### src/rtl/core/assert_macros.svh
// ---------------------------------------------------------------------------
// assert_macros.svh
// Shared concurrent assertion macros, clocked on clk with active-low reset
// ---------------------------------------------------------------------------
`ifndef ASSERT_MACROS_SVH
`define ASSERT_MACROS_SVH

// same-cycle implication
`define ASSERT_SAME(label, ante, cons, msg) \
    label: assert property (@(posedge clk) disable iff (!rst_n) (ante) |-> (cons)) \
        else $error(msg);

// next-cycle implication
`define ASSERT_NEXT(label, ante, cons, msg) \
    label: assert property (@(posedge clk) disable iff (!rst_n) (ante) |=> (cons)) \
        else $error(msg);

`endif

### src/rtl/core/pcibar_pkg.sv
// ---------------------------------------------------------------------------
// pcibar_pkg
// Types, codes and fixed constants of the type-0 config space and BAR decoder
// ---------------------------------------------------------------------------
package pcibar_pkg;

    // operation codes
    localparam logic [1:0] OP_CFG_READ  = 2'd0;
    localparam logic [1:0] OP_CFG_WRITE = 2'd1;
    localparam logic [1:0] OP_MEM_READ  = 2'd2;
    localparam logic [1:0] OP_MEM_WRITE = 2'd3;

    // result status codes
    localparam logic [2:0] ST_OK           = 3'd0;
    localparam logic [2:0] ST_NOT_TYPE0    = 3'd1;
    localparam logic [2:0] ST_CFG_BOUNDS   = 3'd2;
    localparam logic [2:0] ST_NO_HIT       = 3'd3;
    localparam logic [2:0] ST_BEYOND_BAR   = 3'd4;
    localparam logic [2:0] ST_MEM_DISABLED = 3'd5;

    // configuration register indexes
    localparam logic [2:0] CFG_BARS_IN_USE   = 3'd0;
    localparam logic [2:0] CFG_WIDE_BAR_MODE = 3'd1;
    localparam logic [2:0] CFG_BAR_SIZE_0    = 3'd2;

    // fixed limits and config space layout
    localparam int MAX_BARS         = 6;
    localparam int MAX_ACCESS_BYTES = 8;
    localparam int CMD_BYTE         = 4;
    localparam int MSE_BIT          = 1;
    localparam int BAR_AREA         = 16;
    localparam int BAR_AREA_BYTES   = 24;
    localparam int BAR_LOW_BITS     = 4;

    typedef struct packed {
        logic [1:0]  operation;
        logic        is_type0;
        logic [11:0] reg_offset;
        logic [63:0] mem_address;
        logic [3:0]  byte_count;
        logic [63:0] write_data;
    } in_item_t;

    typedef struct packed {
        logic [2:0]  status;
        logic [63:0] read_data;
        logic [2:0]  hit_bar;
        logic [63:0] bar_offset;
        logic [63:0] forward_data;
    } out_item_t;

    // controller to datapath
    typedef struct packed {
        logic clear_step;
        logic load_item;
        logic rd_issue;
        logic rd_capture;
        logic wr_byte;
        logic bar_step;
        logic load_out;
    } pcibar_cmd_t;

    // datapath to controller
    typedef struct packed {
        logic clear_last;
        logic is_mem;
        logic is_write;
        logic cfg_fail;
        logic count_zero;
        logic byte_last;
        logic bar_none;
        logic bar_hit;
        logic bar_last;
    } pcibar_stat_t;

endpackage

### src/rtl/core/pcibar_ctrl.sv
// ---------------------------------------------------------------------------
// pcibar_ctrl
// Sequencer: clearing pass, byte loop for config ops, BAR search, result load
// ---------------------------------------------------------------------------
module pcibar_ctrl (
    input  logic                   clk,
    input  logic                   rst_n,
    input  logic                   in_valid,
    output logic                   in_ready,
    output logic                   out_valid,
    input  logic                   out_ready,
    input  pcibar_pkg::pcibar_stat_t stat,
    output pcibar_pkg::pcibar_cmd_t  cmd
);

    typedef enum logic [7:0] {
        S_CLEAR   = 8'b0000_0001,
        S_IDLE    = 8'b0000_0010,
        S_DECODE  = 8'b0000_0100,
        S_CFG_RD  = 8'b0000_1000,
        S_CFG_RDW = 8'b0001_0000,
        S_CFG_WR  = 8'b0010_0000,
        S_BAR     = 8'b0100_0000,
        S_FINISH  = 8'b1000_0000
    } state_t;

    state_t state_reg, state_next;
    logic   out_valid_reg, out_valid_next;
    logic   out_free;

    assign out_free  = !out_valid_reg || out_ready;
    assign in_ready  = (state_reg == S_IDLE);
    assign out_valid = out_valid_reg;

    // next state and commands
    always_comb
    begin
        state_next = state_reg;
        cmd        = '0;
        unique case (state_reg)
            S_CLEAR:
            begin
                cmd.clear_step = 1'b1;
                if (stat.clear_last)
                begin
                    state_next = S_IDLE;
                end
            end
            S_IDLE:
            begin
                if (in_valid)
                begin
                    cmd.load_item = 1'b1;
                    state_next    = S_DECODE;
                end
            end
            S_DECODE:
            begin
                if (stat.is_mem)
                begin
                    state_next = S_BAR;
                end
                else if (stat.cfg_fail || stat.count_zero)
                begin
                    state_next = S_FINISH;
                end
                else if (stat.is_write)
                begin
                    state_next = S_CFG_WR;
                end
                else
                begin
                    state_next = S_CFG_RD;
                end
            end
            S_CFG_RD:
            begin
                cmd.rd_issue = 1'b1;
                state_next   = S_CFG_RDW;
            end
            S_CFG_RDW:
            begin
                cmd.rd_capture = 1'b1;
                state_next     = stat.byte_last ? S_FINISH : S_CFG_RD;
            end
            S_CFG_WR:
            begin
                cmd.wr_byte = 1'b1;
                if (stat.byte_last)
                begin
                    state_next = S_FINISH;
                end
            end
            S_BAR:
            begin
                if (stat.bar_none)
                begin
                    state_next = S_FINISH;
                end
                else
                begin
                    cmd.bar_step = 1'b1;
                    if (stat.bar_hit || stat.bar_last)
                    begin
                        state_next = S_FINISH;
                    end
                end
            end
            S_FINISH:
            begin
                if (out_free)
                begin
                    cmd.load_out = 1'b1;
                    state_next   = S_IDLE;
                end
            end
            default:
            begin
                state_next = S_IDLE;
            end
        endcase
    end

    // output valid flag
    always_comb
    begin
        out_valid_next = cmd.load_out ? 1'b1 : (out_valid_reg && !out_ready);
    end

    always_ff @(posedge clk or negedge rst_n)
    begin
        if (!rst_n)
        begin
            state_reg     <= S_CLEAR;
            out_valid_reg <= 1'b0;
        end
        else
        begin
            state_reg     <= state_next;
            out_valid_reg <= out_valid_next;
        end
    end

endmodule

### src/rtl/core/pcibar_dpath.sv
// ---------------------------------------------------------------------------
// pcibar_dpath
// Config space memory, BAR shadows, shared BAR comparator and result register
// ---------------------------------------------------------------------------
module pcibar_dpath #(
    parameter int CONFIG_BYTES = 256
) (
    input  logic                    clk,
    input  logic                    rst_n,
    input  pcibar_pkg::pcibar_cmd_t cmd,
    output pcibar_pkg::pcibar_stat_t stat,
    input  pcibar_pkg::in_item_t    item,
    input  logic                    cfg_we,
    input  logic [2:0]              cfg_index,
    input  logic [31:0]             cfg_wdata,
    output pcibar_pkg::out_item_t   result
);

    localparam int          AW        = $clog2(CONFIG_BYTES);
    localparam logic [12:0] CFG_LIMIT = 13'(CONFIG_BYTES);
    localparam int          WIDE_BARS = pcibar_pkg::MAX_BARS / 2;

    // configuration registers
    logic [2:0]  bars_in_use_reg;
    logic        wide_bar_mode_reg;
    logic [31:0] bar_size_reg [pcibar_pkg::MAX_BARS];

    // item and progress registers
    pcibar_pkg::in_item_t  item_reg;
    pcibar_pkg::out_item_t out_reg, out_next;
    logic [2:0]  byte_idx_reg;
    logic [2:0]  bar_idx_reg;
    logic [63:0] acc_reg;
    logic [7:0]  rdata_reg;
    logic [AW-1:0] clr_addr_reg;
    logic        found_reg;
    logic [2:0]  hit_idx_reg;
    logic [31:0] hit_off_reg;
    logic [31:0] hit_size_reg;

    // shadows of command byte and BAR bytes
    logic [7:0] cmd_shadow_reg;
    logic [7:0] bar_shadow_reg [pcibar_pkg::BAR_AREA_BYTES];

    logic [7:0] cfg_mem [CONFIG_BYTES];

    logic          is_mem, is_write;
    logic [12:0]   cfg_end;
    logic [12:0]   byte_addr_full;
    logic [AW-1:0] byte_addr;
    logic [AW-1:0] mem_waddr;
    logic [7:0]    mem_wdata;
    logic          mem_we;
    logic [7:0]    wr_byte_val;
    logic [2:0]    cfg_status;
    logic [2:0]    mem_status;
    logic [2:0]    cap, limit;
    logic [63:0]   base_narrow [pcibar_pkg::MAX_BARS];
    logic [63:0]   base_wide [WIDE_BARS];
    logic [63:0]   base_cur;
    logic [31:0]   size_cur;
    logic [64:0]   diff;
    logic          bar_hit;
    logic          count_over;
    logic [31:0]   room;
    logic [63:0]   fwd_mask;

    // item decode
    always_comb
    begin
        is_mem   = (item_reg.operation == pcibar_pkg::OP_MEM_READ) ||
                   (item_reg.operation == pcibar_pkg::OP_MEM_WRITE);
        is_write = (item_reg.operation == pcibar_pkg::OP_CFG_WRITE) ||
                   (item_reg.operation == pcibar_pkg::OP_MEM_WRITE);
        count_over = item_reg.byte_count > 4'(pcibar_pkg::MAX_ACCESS_BYTES);
        cfg_end  = {1'b0, item_reg.reg_offset} + 13'(item_reg.byte_count);
        if (!item_reg.is_type0)
        begin
            cfg_status = pcibar_pkg::ST_NOT_TYPE0;
        end
        else if (count_over || (cfg_end > CFG_LIMIT))
        begin
            cfg_status = pcibar_pkg::ST_CFG_BOUNDS;
        end
        else
        begin
            cfg_status = pcibar_pkg::ST_OK;
        end
        byte_addr_full = {1'b0, item_reg.reg_offset} + 13'(byte_idx_reg);
        byte_addr      = byte_addr_full[AW-1:0];
        wr_byte_val    = item_reg.write_data[{byte_idx_reg, 3'b000} +: 8];
    end

    // candidate bases from shadow bytes, low bits masked
    always_comb
    begin
        for (int i = 0; i < pcibar_pkg::MAX_BARS; i++)
        begin
            base_narrow[i] = '0;
            for (int k = 0; k < 4; k++)
            begin
                base_narrow[i][8*k +: 8] = bar_shadow_reg[4*i + k];
            end
            base_narrow[i][pcibar_pkg::BAR_LOW_BITS-1:0] = '0;
        end
        for (int i = 0; i < WIDE_BARS; i++)
        begin
            base_wide[i] = '0;
            for (int k = 0; k < 8; k++)
            begin
                base_wide[i][8*k +: 8] = bar_shadow_reg[8*i + k];
            end
            base_wide[i][pcibar_pkg::BAR_LOW_BITS-1:0] = '0;
        end
    end

    // shared comparator for the BAR under test
    always_comb
    begin
        cap      = wide_bar_mode_reg ? 3'(WIDE_BARS) : 3'(pcibar_pkg::MAX_BARS);
        limit    = (bars_in_use_reg > cap) ? cap : bars_in_use_reg;
        base_cur = wide_bar_mode_reg ? base_wide[bar_idx_reg[1:0]] : base_narrow[bar_idx_reg];
        size_cur = bar_size_reg[bar_idx_reg];
        diff     = {1'b0, item_reg.mem_address} - {1'b0, base_cur};
        bar_hit  = !diff[64] && (diff[63:32] == 32'd0) && (diff[31:0] <= size_cur);
    end

    // status to controller
    always_comb
    begin
        stat.clear_last = (clr_addr_reg == AW'(CONFIG_BYTES - 1));
        stat.is_mem     = is_mem;
        stat.is_write   = is_write;
        stat.cfg_fail   = (cfg_status != pcibar_pkg::ST_OK);
        stat.count_zero = (item_reg.byte_count == 4'd0);
        stat.byte_last  = ({1'b0, byte_idx_reg} + 4'd1) == item_reg.byte_count;
        stat.bar_none   = (limit == 3'd0);
        stat.bar_hit    = bar_hit;
        stat.bar_last   = (bar_idx_reg + 3'd1) == limit;
    end

    // result assembly
    always_comb
    begin
        room = hit_size_reg - hit_off_reg;
        for (int k = 0; k < 8; k++)
        begin
            fwd_mask[8*k +: 8] = (4'(k) < item_reg.byte_count) ? 8'hff : 8'h00;
        end
        if (!found_reg)
        begin
            mem_status = pcibar_pkg::ST_NO_HIT;
        end
        else if (count_over || (room < 32'(item_reg.byte_count)))
        begin
            mem_status = pcibar_pkg::ST_BEYOND_BAR;
        end
        else if (!cmd_shadow_reg[pcibar_pkg::MSE_BIT])
        begin
            mem_status = pcibar_pkg::ST_MEM_DISABLED;
        end
        else
        begin
            mem_status = pcibar_pkg::ST_OK;
        end
        out_next = '0;
        if (is_mem)
        begin
            out_next.status = mem_status;
            if (found_reg)
            begin
                out_next.hit_bar    = hit_idx_reg;
                out_next.bar_offset = 64'(hit_off_reg);
            end
            if (is_write && (mem_status == pcibar_pkg::ST_OK))
            begin
                out_next.forward_data = item_reg.write_data & fwd_mask;
            end
        end
        else
        begin
            out_next.status = cfg_status;
            if (!is_write && (cfg_status == pcibar_pkg::ST_OK))
            begin
                out_next.read_data = acc_reg;
            end
        end
    end

    assign result = out_reg;

    // memory write port: clearing pass or config write
    always_comb
    begin
        mem_we    = cmd.clear_step || cmd.wr_byte;
        mem_waddr = cmd.clear_step ? clr_addr_reg : byte_addr;
        mem_wdata = cmd.clear_step ? 8'h00 : wr_byte_val;
    end

    // config space memory with registered read
    always_ff @(posedge clk)
    begin
        if (mem_we)
        begin
            cfg_mem[mem_waddr] <= mem_wdata;
        end
        if (cmd.rd_issue)
        begin
            rdata_reg <= cfg_mem[byte_addr];
        end
    end

    // item, accumulator, search and result registers
    always_ff @(posedge clk)
    begin
        if (cmd.load_item)
        begin
            item_reg <= item;
            acc_reg  <= '0;
        end
        if (cmd.rd_capture)
        begin
            for (int k = 0; k < 8; k++)
            begin
                if (byte_idx_reg == 3'(k))
                begin
                    acc_reg[8*k +: 8] <= rdata_reg;
                end
            end
        end
        if (cmd.bar_step && bar_hit)
        begin
            hit_idx_reg  <= bar_idx_reg;
            hit_off_reg  <= diff[31:0];
            hit_size_reg <= size_cur;
        end
        if (cmd.load_out)
        begin
            out_reg <= out_next;
        end
    end

    // counters and flags
    always_ff @(posedge clk or negedge rst_n)
    begin
        if (!rst_n)
        begin
            clr_addr_reg <= '0;
            byte_idx_reg <= '0;
            bar_idx_reg  <= '0;
            found_reg    <= 1'b0;
        end
        else
        begin
            if (cmd.clear_step)
            begin
                clr_addr_reg <= clr_addr_reg + AW'(1);
            end
            if (cmd.load_item)
            begin
                byte_idx_reg <= '0;
                bar_idx_reg  <= '0;
                found_reg    <= 1'b0;
            end
            else
            begin
                if (cmd.rd_capture || cmd.wr_byte)
                begin
                    byte_idx_reg <= byte_idx_reg + 3'd1;
                end
                if (cmd.bar_step)
                begin
                    bar_idx_reg <= bar_idx_reg + 3'd1;
                    if (bar_hit)
                    begin
                        found_reg <= 1'b1;
                    end
                end
            end
        end
    end

    // shadows follow config writes
    always_ff @(posedge clk or negedge rst_n)
    begin
        if (!rst_n)
        begin
            cmd_shadow_reg <= '0;
            for (int k = 0; k < pcibar_pkg::BAR_AREA_BYTES; k++)
            begin
                bar_shadow_reg[k] <= '0;
            end
        end
        else if (cmd.wr_byte)
        begin
            if (byte_addr == AW'(pcibar_pkg::CMD_BYTE))
            begin
                cmd_shadow_reg <= wr_byte_val;
            end
            for (int k = 0; k < pcibar_pkg::BAR_AREA_BYTES; k++)
            begin
                if (byte_addr == AW'(pcibar_pkg::BAR_AREA + k))
                begin
                    bar_shadow_reg[k] <= wr_byte_val;
                end
            end
        end
    end

    // configuration registers
    always_ff @(posedge clk or negedge rst_n)
    begin
        if (!rst_n)
        begin
            bars_in_use_reg   <= 3'd1;
            wide_bar_mode_reg <= 1'b0;
            for (int j = 0; j < pcibar_pkg::MAX_BARS; j++)
            begin
                bar_size_reg[j] <= 32'd4096;
            end
        end
        else if (cfg_we)
        begin
            case (cfg_index)
                pcibar_pkg::CFG_BARS_IN_USE:   bars_in_use_reg   <= cfg_wdata[2:0];
                pcibar_pkg::CFG_WIDE_BAR_MODE: wide_bar_mode_reg <= cfg_wdata[0];
                default:
                begin
                    for (int j = 0; j < pcibar_pkg::MAX_BARS; j++)
                    begin
                        if (cfg_index == pcibar_pkg::CFG_BAR_SIZE_0 + 3'(j))
                        begin
                            bar_size_reg[j] <= cfg_wdata;
                        end
                    end
                end
            endcase
        end
    end

endmodule

### src/rtl/core/pci_type0_config_and_bar_decode_unit.sv
// ---------------------------------------------------------------------------
// pci_type0_config_and_bar_decode_unit
// Type-0 endpoint front end: byte-wide config space and BAR address decoder
// ---------------------------------------------------------------------------
//  channel   handshake             payload
//  in        in_valid / in_ready   in_item  (pcibar_pkg::in_item_t)
//  out       out_valid / out_ready out_item (pcibar_pkg::out_item_t)
//  config    cfg_we                cfg_index, cfg_wdata
//
//  config read: each byte takes a read issue state and a capture state; config
//  write: a byte per state. memory op: BARs tried one per cycle on a shared
//  comparator, none if no BAR is decoded; rejected or zero-length config ops
//  skip both. the config space is a byte memory, one byte per access cycle.
//  after reset a clearing pass zeroes every config byte with in_ready low.
//  a result waits in the output register; the next item is accepted meanwhile.
// ---------------------------------------------------------------------------
`include "assert_macros.svh"

module pci_type0_config_and_bar_decode_unit #(
    parameter int CONFIG_BYTES = 256
) (
    input  logic                  clk,
    input  logic                  rst_n,
    input  logic                  in_valid,
    output logic                  in_ready,
    input  pcibar_pkg::in_item_t  in_item,
    output logic                  out_valid,
    input  logic                  out_ready,
    output pcibar_pkg::out_item_t out_item,
    input  logic                  cfg_we,
    input  logic [2:0]            cfg_index,
    input  logic [31:0]           cfg_wdata
);

    pcibar_pkg::pcibar_cmd_t  cmd;
    pcibar_pkg::pcibar_stat_t stat;

    // sequencer
    pcibar_ctrl u_ctrl (
        .clk       (clk),
        .rst_n     (rst_n),
        .in_valid  (in_valid),
        .in_ready  (in_ready),
        .out_valid (out_valid),
        .out_ready (out_ready),
        .stat      (stat),
        .cmd       (cmd)
    );

    // storage and compare
    pcibar_dpath #(
        .CONFIG_BYTES (CONFIG_BYTES)
    ) u_dpath (
        .clk       (clk),
        .rst_n     (rst_n),
        .cmd       (cmd),
        .stat      (stat),
        .item      (in_item),
        .cfg_we    (cfg_we),
        .cfg_index (cfg_index),
        .cfg_wdata (cfg_wdata),
        .result    (out_item)
    );

    // checks
    `ASSERT_SAME(a_load_slot_free, cmd.load_out, !out_valid || out_ready, "result overwritten")
    `ASSERT_NEXT(a_load_sets_valid, cmd.load_out, out_valid, "loaded result not valid")
    `ASSERT_NEXT(a_accept_busy, in_valid && in_ready, !in_ready, "ready after accept")
    `ASSERT_SAME(a_clear_no_accept, cmd.clear_step, !in_ready, "item taken during clear")

endmodule
### config.mk
export PLATFORM = sky130hd
export DESIGN_NAME = pci_type0_config_and_bar_decode_unit
export DESIGN_NICKNAME = d
export VERILOG_FILES = /design/src/rtl/core/pcibar_pkg.sv /design/src/rtl/core/pcibar_ctrl.sv /design/src/rtl/core/pcibar_dpath.sv /design/src/rtl/core/pci_type0_config_and_bar_decode_unit.sv
export VERILOG_INCLUDE_DIRS = /design/src /design/src/rtl/core
export SDC_FILE = /design/constraint.sdc
export NUM_CORES = 2
export LEC_CHECK = 0
export BUFFER_PORTS_ARGS = -buffer_cell sky130_fd_sc_hd__buf_2
export CORE_ASPECT_RATIO = 1.1
export CORE_MARGIN = 3
export CORE_UTILIZATION = 67
export DETAILED_ROUTE_END_ITERATION = 6
export PLACE_DENSITY = 0.81
export SYNTH_ARGS = -nofsm -noshare
export SYNTH_HDL_FRONTEND = slang
export SYNTH_SLANG_ARGS = --single-unit
### constraint.sdc
create_clock -name clk -period 16.1 [get_ports clk]
set_clock_uncertainty 0.1 [all_clocks]
set_input_delay 3.22 -clock clk [delete_from_list [all_inputs] [get_ports clk]]
set_output_delay 3.22 -clock clk [all_outputs]
set_load 0.01 [all_outputs]
==> impl_metrics.py <==
metrics = {
    "clock_network": {
        "cts_hold_buffers": 0,
        "clock_latency_ps": 980,
        "clock_tree.buffer_depth": 4,
        "path_clk_slew_ps": 60,
        "cts_resized": 0,
        "htree_levels": 5,
        "cts_tree": "yes",
        "clockRootBuffer": "clkbuf_16",
        "postCtsSetupRepairBufs": 0,
        "cts.sinks": 2901,
        "cts_buffers": 293,
    },
    "die": {
        "die-height_um": 453,
        "die_w_um": 412,
        "fp.coreArea_um2": 180000,
        "num_rows": 163,
        "ioPinCount": 387,
        "die_area_um2": 187000,
        "initial_core_util_pct": 67.6,
    },
    "yosys": {
        "ys_seq_elements": 2901,
        "avgSynthCellArea_um2": 17.1,
        "synthFlopType": "edfxtp_1",
        "async_reset_ff_share_pct": 13.8,
        "synth-seq-area-share_pct": 69.4,
        "synthDistinctLibCells": 89,
        "syn_inst": 7130,
        "synth_edf_count": 2436,
        "synth_area_um2": 122000,
        "synth_warnings": 0,
    },
    "power_and_ir_drop": {
        "p_per_area_nw_per_um2": 145,
        "power_w": 0.0195,
        "p_leak_nw": 45.5,
        "vdd_ir_drop_max_mv": 0.166,
    },
    "grt": {
        "overflow": 0,
        "grt_max_degree": 257,
        "grt_pass1_wl_um": 530000,
        "grt.total_usage_pct": 40.0,
        "antenna_found_initial": 42,
        "grt_pass1_vias": 72900,
    },
    "placed_design": {
        "place.gp.congestion": 0.964,
        "hpwl_um": 205000,
        "io_buffer_count": 354,
    },
    "sta": {
        "fin_crit_ps": 9450,
        "hold_viol": 0,
        "final-setup-viol-count": 0,
        "maxSlewHeadroom_pct": 4.63,
        "rsz0062_at_grt": "no",
        "final.setup.tns_ps": 0,
        "max_freq_ghz": 0.106,
        "worst_slew_pin_slew_ps": 1430,
        "report.final.slew_viol_count": 0,
        "period_share_pct": 58.7,
    },
    "critical_path": {
        "crit_path_end_kind": "flop",
        "required_ps": 16530,
        "crit_fanout": 68,
        "worst-setup-path-type": "reg -> reg",
        "crit_path_start_kind": "flop",
        "cp.arrival_ps": 9880,
    },
    "route": {
        "wire_per_inst_um": 36.7,
        "vias": 73700,
        "firstDrtPassIters": 7,
        "drc": 13,
        "ant_nets": 0,
        "drtIter0Drc": 11200,
        "drt-total-wl_um": 370000,
        "vias_per_cell": 7.31,
    },
    "finish": {
        "drive_gt1_share_pct": 24.4,
        "fillers": 9347,
        "multiInputGateArea_um2": 35300,
        "syn_to_final_growth_pct": 11.0,
        "final_cell_mix": "edfxtp_1, mux4_2, nand2_1",
        "seq_area_um2": 84500,
        "finalNetCount": 7783,
        "final_common_cell": "edfxtp_1",
        "largest_register_ffs": 2048,
    },
    "outcome": {
        "violations": "DRC",
        "outcome": "complete, but fails checks",
    },
    "hold_path": {
        "hp-class": "reg -> reg",
    },
    "flow_run": {
        "cap_violations": 0,
    },
}
-- critical path: stages, from the launching register on --
cell,delay (ps)
dfrtp_4,670
buf_4,640
buf_4,850
mux4_2,410
nand2_1,80
o21ai_0,90
o21ai_0,430
ha_1,430
a21oi_1,310
o21ai_0,250
a211oi_1,410
o21a_1,270
nor2_1,70
nor2_1,120
xnor2_1,170
ha_1,320
nand4_1,120
or4_1,500
o21ai_1,160
a21oi_1,130
a2111oi_4,360
nand4_1,120
or3_1,400
nor4_1,320
and4_1,270
and4_4,830
-- synth_stat cells, drive strengths merged, types with 12 or more instances --
library cell	number	area (um2)
ha	143	1790
a21oi	171	856
o211ai	50	375
nor2	453	1700
dfxtp	64	1280
a31oi	19	119
buf	144	744
nor4	19	125
nand4b	12	105
nand2	612	2300
o21a	26	195
xnor2	53	464
nand3	38	190
nor3b	13	97.6
o31ai	12	90.1
a21o	46	345
mux4	753	17000
a211oi	16	120
nor2b	16	100
nor3	68	340
and3	55	344
edfxtp	2436	73200
mux2	196	2210
inv	111	417
clkbuf	316	1190
nand2b	13	81.3
or3	15	98.8
and2	78	488
dfrtp	393	9830
mux2i	138	1380
a22o	18	158
xor2	29	254
nand4	57	357
o21ai	386	1930
-- worst paths after layout --
kind | to | depth (start not counted) | slack [ps] | start
worst max-delay path | u_dpath.hit_off_reg[27] | 25 | 6650 | u_dpath.bar_idx_reg[1]
worst min-delay path | u_dpath.acc_reg[13] | 2 | 350 | u_dpath.acc_reg[13]
worst max register to register | u_dpath.hit_off_reg[27] | 25 | 6650 | u_dpath.bar_idx_reg[1]
worst min register to register | u_dpath.acc_reg[13] | 2 | 350 | u_dpath.acc_reg[13]
max in group asynchronous | u_dpath.bar_shadow_reg[6] | 4 | 10370 | rst_n
min in group asynchronous | u_dpath.bar_size_reg[183] | 1 | 2240 | rst_n
-- layer usage --
| metal | vias up | wire, um | track usage, % |
|---|---|---|---|
| met5 | - | 145 | 0 |
| met4 | 24 | 26800 | 23.4 |
| met3 | 1515 | 41400 | 9.93 |
| met2 | 6272 | 180000 | 63.9 |
| met1 | 37300 | 121000 | 50.4 |
| li1 | 28600 | - | - |
-- power by group --
part,leakage [nW],switching (W),internal (W),total [W]
clock,4.47,0.00295,0.00389,0.00684
sequential,27.7,0.000160,0.00873,0.00889
combinational,13.3,0.00243,0.00139,0.00381
-- final cells by class --
type / count / share of cell area [%]
tap: 2392 / 2.21
clock inverter: 119 / 0.900
multi-input combinational: 3687 / 26.1
inverter: 113 / 0.318
clock buffer: 377 / 5.90
sequential: 2901 / 62.5
antenna: 32 / 0.0593
timing repair buffer: 454 / 1.97
-- kinds of logic (layout without fill, tap and decap cells) --
| family | count (synthesis) | count (layout) | share of synthesized area (%) |
|---|---|---|---|
| DFF | 2901 | 2901 | 69.4 |
| other | 1 | 64 | 0.00308 |
| AOI/OAI and AO/OA | 845 | 845 | 4.21 |
| and+or+nand+nor | 1495 | 1495 | 5.50 |
| adders and majority gates | 146 | 146 | 1.52 |
| muxes | 1087 | 1087 | 16.9 |
| buffers and inverters | 573 | 1063 | 1.93 |
| xor gates and xnor gates | 82 | 82 | 0.590 |
-- through the flow --
| stage | utilization [%] | std cells | cell area, um2 | setup slack, ps | hold WS, ps |
|---|---|---|---|---|---|
| after floorplan | - | 7161 | 122000 | 4630 | 326 |
| after global placement | 69.9 | 9546 | 126000 | 6890 | 340 |
| after detailed placement | 69.9 | 9546 | 126000 | 6750 | 345 |
| after CTS | 75.0 | 10000 | 135000 | 6690 | 355 |
| final | 75.0 | 10100 | 135000 | 6650 | 353 |
| after global routing | 75.0 | 10100 | 135000 | 6290 | 376 |
Note: power is estimated with default switching activity, not from simulation.
